==> src/design/ctok_pkg.sv <==
// ctok_pkg: shared types, constants and the normal-mode byte classifier
// for the C subset tokenizer. No dependencies.
package ctok_pkg;

    // Character codes
    localparam logic [7:0] CH_UNDERSCORE = 8'h5F;
    localparam logic [7:0] CH_SLASH      = 8'h2F;
    localparam logic [7:0] CH_STAR       = 8'h2A;
    localparam logic [7:0] CH_EQUAL      = 8'h3D;
    localparam logic [7:0] CH_HASH       = 8'h23;
    localparam logic [7:0] CH_QUOTE      = 8'h22;
    localparam logic [7:0] CH_BACKSLASH  = 8'h5C;
    localparam logic [7:0] CH_SPACE      = 8'h20;
    localparam logic [7:0] CH_TAB        = 8'h09;
    localparam logic [7:0] CH_NEWLINE    = 8'h0A;

    // Token classes
    localparam logic [1:0] CLS_WORD   = 2'd0;
    localparam logic [1:0] CLS_STRING = 2'd1;
    localparam logic [1:0] CLS_OP     = 2'd2;
    localparam logic [1:0] CLS_END    = 2'd3;

    // Input kinds
    localparam logic KIND_CHAR = 1'b0;
    localparam logic KIND_END  = 1'b1;

    // Result queue
    localparam int unsigned QDepth = 4;
    localparam int unsigned QPtrW  = $clog2(QDepth);
    localparam int unsigned QCntW  = $clog2(QDepth + 1);

    // Lexer mode, one-hot
    typedef enum logic [7:0] {
        MODE_NORMAL     = 8'b0000_0001,
        MODE_STRING     = 8'b0000_0010,
        MODE_SLASH      = 8'b0000_0100,
        MODE_LINE_CMT   = 8'b0000_1000,
        MODE_BLOCK_CMT  = 8'b0001_0000,
        MODE_BLOCK_STAR = 8'b0010_0000,
        MODE_REL        = 8'b0100_0000,
        MODE_PAIR       = 8'b1000_0000
    } mode_t;

    typedef struct packed {
        logic [7:0] data;
        logic       start;
        logic [1:0] cls;
    } tok_t;

    typedef struct packed {
        tok_t tok;
        logic last;
    } qent_t;

    // Outcome of one byte seen in normal mode
    typedef struct packed {
        logic  emit;
        tok_t  tok;
        mode_t mode;
        logic  word_open;
        logic  clr_bs;
    } norm_t;

    function automatic logic is_word_byte(input logic [7:0] c);
        is_word_byte = (c >= 8'h30 && c <= 8'h39) || (c >= 8'h41 && c <= 8'h5A) ||
                       (c >= 8'h61 && c <= 8'h7A) || (c == CH_UNDERSCORE);
    endfunction

    function automatic logic is_single_op(input logic [7:0] c);
        is_single_op = (c == 8'h2B) || (c == 8'h2D) || (c == CH_STAR) || (c == 8'h25) ||
                       (c == 8'h28) || (c == 8'h29) || (c == 8'h7B) || (c == 8'h7D) ||
                       (c == 8'h5B) || (c == 8'h5D) || (c == 8'h2C) || (c == 8'h3B);
    endfunction

    function automatic norm_t normal_byte(input logic [7:0] c, input logic word_open);
        norm_t r;
        r.emit      = 1'b0;
        r.tok       = '{data: c, start: 1'b1, cls: CLS_OP};
        r.mode      = MODE_NORMAL;
        r.word_open = 1'b0;
        r.clr_bs    = 1'b0;
        if (is_word_byte(c)) begin
            r.emit      = 1'b1;
            r.tok.start = ~word_open;
            r.tok.cls   = CLS_WORD;
            r.word_open = 1'b1;
        end else if (c == CH_SPACE || c == CH_TAB || c == CH_NEWLINE) begin
            r.word_open = 1'b0;
        end else if (c == CH_QUOTE) begin
            r.emit    = 1'b1;
            r.tok.cls = CLS_STRING;
            r.mode    = MODE_STRING;
            r.clr_bs  = 1'b1;
        end else if (c == CH_SLASH) begin
            r.mode = MODE_SLASH;
        end else if (c == 8'h3C || c == 8'h3E || c == 8'h21 || c == CH_EQUAL) begin
            r.emit = 1'b1;
            r.mode = MODE_REL;
        end else if (c == 8'h7C || c == 8'h26) begin
            r.emit = 1'b1;
            r.mode = MODE_PAIR;
        end else if (is_single_op(c)) begin
            r.emit = 1'b1;
        end else begin
            // unknown byte: dropped, word stays open
            r.word_open = word_open;
        end
        normal_byte = r;
    endfunction

endpackage

==> src/design/c_subset_tokenizer.sv <==
// c_subset_tokenizer: top level of the streaming C subset tokenizer.
// Token characters are registered in the result queue and drive m_tvalid from there.
// Throughput: one byte per cycle while results are taken; a byte that yields two
//   results (pending slash flushed) takes two entries of the 4-entry queue.
// Reset (aresetn low, synchronous): normal mode, flags cleared, result queue emptied.
// Depends on ctok_pkg.
module c_subset_tokenizer
    import ctok_pkg::*;
(
    input  logic        aclk,
    input  logic        aresetn,
    input  logic        s_tvalid,
    output logic        s_tready,
    input  logic [7:0]  s_tdata,   // [7:0] byte_in
    input  logic        s_tuser,   // [0] kind (1 = end of input)
    output logic        m_tvalid,
    input  logic        m_tready,
    output logic [7:0]  m_tdata,   // [7:0] byte_out
    output logic [2:0]  m_tuser,   // [0] starts_token, [2:1] token_class
    output logic        m_tlast    // run_last
);

    // Lexer state
    mode_t mode_reg, mode_next;
    logic  word_open_reg, word_open_next;
    logic  bs_reg, bs_next;

    // Result queue: up to two words written, one read per cycle
    qent_t             q_reg [QDepth];
    logic [QPtrW-1:0]  wr_ptr_reg, rd_ptr_reg;
    logic [QCntW-1:0]  count_reg;

    logic       s_accept, m_accept;
    tok_t       r0, r1;
    logic [1:0] n_res;
    norm_t      nb;

    assign s_accept = s_tvalid & s_tready;
    assign m_accept = m_tvalid & m_tready;

    // Room for a worst-case item (two results) before taking a byte
    assign s_tready = (count_reg <= QCntW'(QDepth - 2));

    // Per-byte lexer step
    always_comb begin
        mode_next      = mode_reg;
        word_open_next = word_open_reg;
        bs_next        = bs_reg;
        r0             = '{data: s_tdata, start: 1'b0, cls: CLS_OP};
        r1             = r0;
        n_res          = 2'd0;
        nb             = normal_byte(s_tdata, word_open_reg);

        if (s_tuser == KIND_END) begin
            mode_next      = MODE_NORMAL;
            word_open_next = 1'b0;
            bs_next        = 1'b0;
            if (mode_reg == MODE_SLASH) begin
                r0    = '{data: CH_SLASH, start: 1'b1, cls: CLS_OP};
                r1    = '{data: CH_HASH, start: 1'b1, cls: CLS_END};
                n_res = 2'd2;
            end else begin
                r0    = '{data: CH_HASH, start: 1'b1, cls: CLS_END};
                n_res = 2'd1;
            end
        end else begin
            unique case (mode_reg)
                MODE_STRING: begin
                    r0    = '{data: s_tdata, start: 1'b0, cls: CLS_STRING};
                    n_res = 2'd1;
                    if (s_tdata == CH_QUOTE && !bs_reg)
                        mode_next = MODE_NORMAL;
                    bs_next = (s_tdata == CH_BACKSLASH);
                end
                MODE_SLASH: begin
                    if (s_tdata == CH_SLASH) begin
                        mode_next = MODE_LINE_CMT;
                    end else if (s_tdata == CH_STAR) begin
                        mode_next = MODE_BLOCK_CMT;
                    end else begin
                        // slash was a division operator; byte runs in normal mode
                        r0             = '{data: CH_SLASH, start: 1'b1, cls: CLS_OP};
                        r1             = nb.tok;
                        n_res          = nb.emit ? 2'd2 : 2'd1;
                        mode_next      = nb.mode;
                        word_open_next = nb.word_open;
                        if (nb.clr_bs)
                            bs_next = 1'b0;
                    end
                end
                MODE_LINE_CMT: begin
                    if (s_tdata == CH_NEWLINE)
                        mode_next = MODE_NORMAL;
                end
                MODE_BLOCK_CMT: begin
                    if (s_tdata == CH_STAR)
                        mode_next = MODE_BLOCK_STAR;
                end
                MODE_BLOCK_STAR: begin
                    // runs of stars keep the close armed
                    if (s_tdata == CH_SLASH)
                        mode_next = MODE_NORMAL;
                    else if (s_tdata != CH_STAR)
                        mode_next = MODE_BLOCK_CMT;
                end
                MODE_REL: begin
                    if (s_tdata == CH_EQUAL) begin
                        r0        = '{data: s_tdata, start: 1'b0, cls: CLS_OP};
                        n_res     = 2'd1;
                        mode_next = MODE_NORMAL;
                    end else begin
                        r0             = nb.tok;
                        n_res          = {1'b0, nb.emit};
                        mode_next      = nb.mode;
                        word_open_next = nb.word_open;
                        if (nb.clr_bs)
                            bs_next = 1'b0;
                    end
                end
                MODE_PAIR: begin
                    // second byte of | or & pair, whatever it is
                    r0        = '{data: s_tdata, start: 1'b0, cls: CLS_OP};
                    n_res     = 2'd1;
                    mode_next = MODE_NORMAL;
                end
                default: begin
                    r0             = nb.tok;
                    n_res          = {1'b0, nb.emit};
                    mode_next      = nb.mode;
                    word_open_next = nb.word_open;
                    if (nb.clr_bs)
                        bs_next = 1'b0;
                end
            endcase
        end
    end

    // State registers
    always_ff @(posedge aclk) begin
        if (!aresetn) begin
            mode_reg      <= MODE_NORMAL;
            word_open_reg <= 1'b0;
            bs_reg        <= 1'b0;
        end else if (s_accept) begin
            mode_reg      <= mode_next;
            word_open_reg <= word_open_next;
            bs_reg        <= bs_next;
        end
    end

    // Queue payload, no reset
    always_ff @(posedge aclk) begin
        if (s_accept && n_res != 2'd0) begin
            q_reg[wr_ptr_reg] <= '{tok: r0, last: (n_res == 2'd1)};
            if (n_res == 2'd2)
                q_reg[wr_ptr_reg + QPtrW'(1)] <= '{tok: r1, last: 1'b1};
        end
    end

    // Queue pointers and fill count
    logic [1:0] push_cnt;
    assign push_cnt = s_accept ? n_res : 2'd0;

    always_ff @(posedge aclk) begin
        if (!aresetn) begin
            wr_ptr_reg <= '0;
            rd_ptr_reg <= '0;
            count_reg  <= '0;
        end else begin
            wr_ptr_reg <= wr_ptr_reg + QPtrW'(push_cnt);
            if (m_accept)
                rd_ptr_reg <= rd_ptr_reg + QPtrW'(1);
            count_reg <= count_reg + QCntW'(push_cnt) - QCntW'(m_accept);
        end
    end

    assign m_tvalid = (count_reg != '0);
    assign m_tdata  = q_reg[rd_ptr_reg].tok.data;
    assign m_tuser  = {q_reg[rd_ptr_reg].tok.cls, q_reg[rd_ptr_reg].tok.start};
    assign m_tlast  = q_reg[rd_ptr_reg].last;

    // Checks
    a_count_bound: assert property (@(posedge aclk) disable iff (!aresetn)
        count_reg <= QCntW'(QDepth))
        else $error("result queue overfilled");

    a_end_resets: assert property (@(posedge aclk) disable iff (!aresetn)
        (s_accept && s_tuser == KIND_END) |=>
            (mode_reg == MODE_NORMAL && !word_open_reg && !bs_reg))
        else $error("end of input did not return lexer to normal");

    a_pair_push: assert property (@(posedge aclk) disable iff (!aresetn)
        (s_accept && n_res == 2'd2 && !m_accept) |=>
            (count_reg == $past(count_reg) + QCntW'(2)))
        else $error("two-result item not queued in full");

    a_end_marker: assert property (@(posedge aclk) disable iff (!aresetn)
        (s_accept && s_tuser == KIND_END && count_reg == '0) |=>
            (m_tvalid && (m_tdata == CH_HASH || m_tdata == CH_SLASH)))
        else $error("end marker missing after end of input");

endmodule
==> config.mk <==
export PLATFORM = sky130hd
export DESIGN_NAME = c_subset_tokenizer
export DESIGN_NICKNAME = d
export VERILOG_FILES = /design/src/design/ctok_pkg.sv /design/src/design/c_subset_tokenizer.sv
export SDC_FILE = /design/constraint.sdc
export NUM_CORES = 1
export LEC_CHECK = 0
export ABC_CLOCK_PERIOD_IN_PS = 3200
export BUFFER_PORTS_ARGS = -buffer_cell sky130_fd_sc_hd__buf_4
export CAP_MARGIN = 20
export CORE_MARGIN = 4
export CORE_UTILIZATION = 57
export CTS_BUF_LIST = sky130_fd_sc_hd__clkbuf_4
export DETAILED_ROUTE_END_ITERATION = 8
export MAX_ROUTING_LAYER = met4
export PLACE_DENSITY = 0.9
export SLEW_MARGIN = 5
export SYNTH_ARGS = -nofsm -noshare
export SYNTH_HDL_FRONTEND = slang
export SYNTH_SLANG_ARGS = --single-unit
==> constraint.sdc <==
create_clock -name aclk -period 3.2 [get_ports aclk]
set_input_delay 0.16 -clock aclk [delete_from_list [all_inputs] [get_ports aclk]]
set_output_delay 0.16 -clock aclk [all_outputs]
set_load 0.02 [all_outputs]
Word level (Yosys, flattened, before mapping)
Memories as Yosys holds them, arrays and structs flattened. A register that Yosys moved wholly into a read port is not among the register bits.
Cells that the tools add are included.

word-level totals
  logic and storage cells = 174
  memories kept = 1
  RAM bits = 48
  register bits = 17
  output and inout port bits = 14
  bits of input ports = 13

operators by class
  multiplexer cells = 73
  order comparisons = 7
  bitwise gates (word level) = 3
  add/sub/neg operators = 5
  reduce and logical (&&, ||, !) cells = 35
  eq/ne operators = 44

memories
  name   depth  width  rd ports  clocked after Yosys merged registers in  wr ports  line                      text
  q_reg  4      12     1         1                                        2         c_subset_tokenizer.sv:29  qent_t q_reg [QDepth];

operators with widths
  operator                                                        number
  == test 8 x 6 -> 1 bit, second input constant                   17
  two-way mux 8 bit                                               14
  == test 8 x 7 -> 1 bit, second input constant                   8
  one-hot mux 8 bit (7 select lines)                              1
  two-way mux 11 bit                                              5
  one-hot mux 11 bit (4 select lines)                             1
  two-way mux 1 bit                                               33
  == test 8 x 4 -> 1 bit, second input constant                   3
  logical OR 1 bit                                                20
  two-way mux 2 bit                                               10
  inequality test 3 bit, second input constant                    6
  >= comparator 8 x 7 -> 1 bit, second input constant             2
  less-or-equal comparator 8 x 7 -> 1 bit, second input constant  2
  AND reduction 5 bit                                             3
  two-way mux 3 bit                                               4
  two-way mux 10 bit                                              1
  == test 8 x 2 -> 1 bit, second input constant                   1
  == test 8 x 3 -> 1 bit, second input constant                   1
  == test 8 x 5 -> 1 bit, second input constant                   1
  == test 8 bit, second input constant                            1
  >= comparator 8 x 6 -> 1 bit, second input constant             1
  less-or-equal comparator 8 x 6 -> 1 bit, second input constant  1
  inequality test 8 x 6 -> 1 bit, second input constant           1
  one-hot mux 2 bit (4 select lines)                              1
  other kinds (22)                                                29

Depth between registers and ports, before layout
  depth in word-level cells = 28
  depth in mapped cells = 17
  depth with buffers taken out = 14

Least setup slack after synthesis
Ideal clock, no wire load.

  path kind = reg2reg
  start point = register mode_reg[2]
  end point = register count_reg[2]
  arrival time = 3,041 ps
  path buffers = 2
  setup time = 115 ps
  cell stages (with the launch flop) = 17
  clock period less this slack = 3,156 ps
  required time = 3,085 ps
  slack = 44 ps
  cells stage by stage = dfxtp_1 > buf_2 > nor3_1 > nand2_1 > or3_1 > and3_1 > buf_6 > mux2i_1 > and2_4 > nand2_1 > ha_1 > inv_1 > ha_1 > fa_1 > xnor2_1 > xnor2_1 > and2_1

on the way
  word-level cells in the longest chain between the ends = 7
  elaborated cells between the ends (all ways) = 15
  those cells by class = add/sub: 2; eq/ne: 7; mux: 4; reduce/logical: 2

ends and longest elaborated chain
  what                                                                              line                       text
  from (decl)                                                                       c_subset_tokenizer.sv:24   mode_t mode_reg, mode_next;
  from (signal assigned)                                                            c_subset_tokenizer.sv:145  mode_reg <= mode_next;
  == test 8 x 6 -> 1 bit, or another cell as far along                              c_subset_tokenizer.sv:67   unique case (mode_reg)
  OR reduction 3 bit (no source line) / OR reduction 2 bit (equally long branches)  --
  one-hot mux 2 bit (4 select lines)                                                c_subset_tokenizer.sv:67
  two-way mux 2 bit *                                                               c_subset_tokenizer.sv:54   if (s_tuser == KIND_END) begin
  two-way mux 2 bit *                                                               c_subset_tokenizer.sv:162  assign push_cnt = s_accept ? n_res : 2'd0;
  adder 3 x 2 -> 3 bit *                                                            c_subset_tokenizer.sv:173  count_reg <= count_reg + QCntW'(push_cnt) - QCntW'(m_accept);
  subtractor 3 x 1 -> 3 bit *                                                       c_subset_tokenizer.sv:173
  to (signal assigned)                                                              c_subset_tokenizer.sv:173
  to (decl)                                                                         c_subset_tokenizer.sv:31   logic [QCntW-1:0] count_reg;

Mark *: on every way between the ends. The rest lies on a longest branch, timed or not.
A chain may end at the register's enable or synchronous reset.

Final worst setup path
  start point = register mode_reg[6]
  end point = register count_reg[2]

Same word-level chain as after synthesis.

==> run metrics <==
status completed; Worst-Skew Late Latency 430 ps; gpl congestion 1.00; Worst Setup EP count_reg[2]$_SDFF_PN0_; hold slack 22.3 ps; commonest register cell after synthesis edfxtp_1; pre-CTS setup slack 3.99 ps; Worst Skew about 13 ps; vias in the first global route 3450; GRT Total Usage 26.0%; sequential area share after synthesis about 43%; Tightest Pin Transition 809 ps; Comb power frac between 30% and 40%; Crit Path Class reg -> reg; Post-synth ARST share 0%; area of the core 6940 µm²; crit path cell chain nor2_4, nand2_1, or3_4, and3_1, mux2i_1, and2_4, nand2_1, ha_1, inv_1, ha_1, fa_1, xnor2_1, xnor2_1, and2_1; CTS root buf clkbuf_4; global route total overflow 0; # setup viols final 0; Crit. End Element register; total iterations of the first detailed-routing run 6; antenna violations before repair 0; Final Max Slew Viols 0; period utilization 96.1%; FF-to-FF End count_reg[2]$_SDFF_PN0_; final hold vios 0; CP startpoint kind register; die extent in y ~93 µm; Setup crit start mode_reg[6]$_SDFFE_PN0P_; Slowest-stage cell, CP dfxtp_1; Peak VDD IR around 220 µV; launch point of the worst reg-to-reg path mode_reg[6]$_SDFFE_PN0P_; PortBufs 26; Leak Pwr 1.72 nW; TritonCTS buffer count 9; die width 93.2 µm; row cnt 30; DR vias/cell ~6.4; Max H-tree Level 3; Clock power frac roughly 23%; CP required 3530 ps; routed wire length 10.4 mm; final worst path period need 3080 ps; first-pass GRT wire length about 17 mm; Clock Tree Buf Depth 2; Post-synth EDFFs 44; Flop pwr share roughly 45%; die area 8690 µm²; Nets 475; R2R setup slack 120 ps; Ant. Diodes 0; max reg flops 48; via count 3571; CTS sink count 67; drt initial violations 491; wire per inst 18.6 µm; Internal Power 1.63 mW; final cell count without fillers 558; Switching Fraction 33.6%; slowest stage delay, CP slightly below 400 ps; Hold Path Class in -> reg; largest net degree at the start of global routing 20; synthesized area per cell 9.88 µm²; Worst R2R Path Depth 14; Final Total Pwr 2.45 mW; CP Data Arrival Time 3410 ps; post-synth net total 437; Slew HR 45.6%; number of synthesis warnings 0; final worst setup slack 124 ps; antenna-violating nets left 0; io pins 27; DRC errors left 0; PwrDens 521 nW/µm²; post-synthesis cell count 419; post-DP HPWL 7.56 mm; layout cells sized above 1 22.5%; FILL cells between 500 and 600; MaxCap Viol Count 0; Starting Density 59.6%; Cell variety after synth 69; flops & latches, synth 67; Worst Path Max Fanout 7; clock slew at reported path FFs about 110 ps; area grow syn2layout 13.4%; TritonCTS clock tree yes; Post-Synthesis Cell Area 4140 µm²; NetSw ~820 µW; Cells after DPL roughly 540; FMAX 325 MHz
-- repair_timing --
| item | in CTS | in global routing |
|---|---|---|
| endpoints found under the setup margin | 1 | 1 |
| gates resized for setup | 1 | 10 |
| pin swaps | 0 | 5 |
| setup buffers | 0 | 3 |
| hold buffers | 0 | 0 |
-- placed cells by master (no fill, tap or decap), drive strengths merged, types with 10 or more instances in the layout --
cell,count
a21oi,35
and2,16
buf,52
dfxtp,23
edfxtp,44
inv,15
mux4,12
nand2,49
nor2,33
nor2b,10
nor3,15
o21ai,14
-- Yosys cell counts (all sizes together) (3+ instances only) --
| library cell | instances | area (µm²) |
|---|---|---|
| a22oi | 4 | 30.0 |
| inv | 15 | 56.3 |
| or3 | 5 | 31.3 |
| o22ai | 9 | 56.3 |
| dfxtp | 23 | 460 |
| o211ai | 6 | 50.1 |
| o21ai | 14 | 70.1 |
| a31oi | 5 | 31.3 |
| a21o | 4 | 30.0 |
| nand2b | 6 | 37.5 |
| mux2i | 5 | 50.1 |
| a21boi | 3 | 33.8 |
| and4 | 6 | 52.6 |
| nand2 | 49 | 184 |
| nor3 | 15 | 80.1 |
| nor2b | 10 | 62.6 |
| nand3 | 9 | 45.0 |
| and2 | 16 | 103 |
| and3 | 4 | 25.0 |
| mux4 | 12 | 270 |
| nor2 | 33 | 124 |
| nor4 | 6 | 37.5 |
| xor2 | 3 | 26.3 |
| clkbuf | 9 | 33.8 |
| nand4 | 9 | 71.3 |
| buf | 16 | 96.3 |
| edfxtp | 44 | 1320 |
| ha | 4 | 50.1 |
| xnor2 | 7 | 61.3 |
| a21oi | 35 | 216 |
-- critical path: cells and delay by family (launching register included) --
family / cells / cell delay (ps)
xor gates and xnor gates: 2 / 260
buffers and inverters: 1 / 40
and+or+nand+nor: 7 / 1250
DFF: 1 / 390
muxes: 1 / 190
adders and majority gates: 3 / 840
-- worst min path at each step --
stage | cells after the start | from | end | slack (ps)
after floorplan | 1 | aresetn | mode_reg[4]$_SDFFE_PN0P_ | 290
after global placement | 2 | aresetn | mode_reg[0]$_SDFFE_PN1P_ | 440
after detailed placement | 2 | aresetn | mode_reg[0]$_SDFFE_PN1P_ | 460
after CTS | 2 | aresetn | mode_reg[0]$_SDFFE_PN1P_ | 7
after global routing | 2 | aresetn | mode_reg[0]$_SDFFE_PN1P_ | 30
final | 2 | aresetn | mode_reg[0]$_SDFFE_PN1P_ | 20
-- cell type report --
cell class,instances,area (µm²),area share (%)
Clock buffer,9,67.6,1.44
Inverter,15,56.3,1.20
Sequential cell,67,1790,38.0
Timing Repair Buffer,52,390,8.31
Tap cell,96,120,2.56
Multi-Input combinational cell,312,2210,47.0
Clock inverter,7,68.8,1.47
-- stage by stage --
step                setup TNS, ps  cell area [µm²]  util [%]
finish                          0             4700      67.6
global route                -7.45             4700      67.6
CTS                             0             4640      66.8
detailed placement              0             4500      64.8
global placement                0             4500      64.8
floorplan                       0             4140         -
-- per-layer routing --
layer  vias up  routed length, µm  global-route usage [%]  part of all wire (%)
met5         -                  0                       -                     0
met4         0                224                    8.91                   2.2
met3        28                811                    7.00                   7.8
met2       186               5190                    42.1                    50
met1      1705               4180                    31.6                    40
li1       1652                  -                       -                     -
-- cells by family after synthesis --
family,after synthesis,share of synthesized area (%)
flops,67,43.0
simple gates,178,23.1
compound gates,102,17.8
buf+inv,40,4.50
mux,17,7.73
xor+xnor,10,2.11
fa+ha+maj,5,1.69
-- power groups by stage --
stage / clock [mW] / sequential (mW) / combinational (mW)
5_1_grt: 0.607 / 1.12 / 0.862
2_1_floorplan: 0 / 1.07 / 0.585
6_report: 0.555 / 1.10 / 0.792
4_1_cts: 0.561 / 1.11 / 0.795
3_3_place_gp: 0 / 1.12 / 0.764
3_5_place_dp: 0 / 1.12 / 0.789
Note: power is estimated with default switching activity, not from simulation.
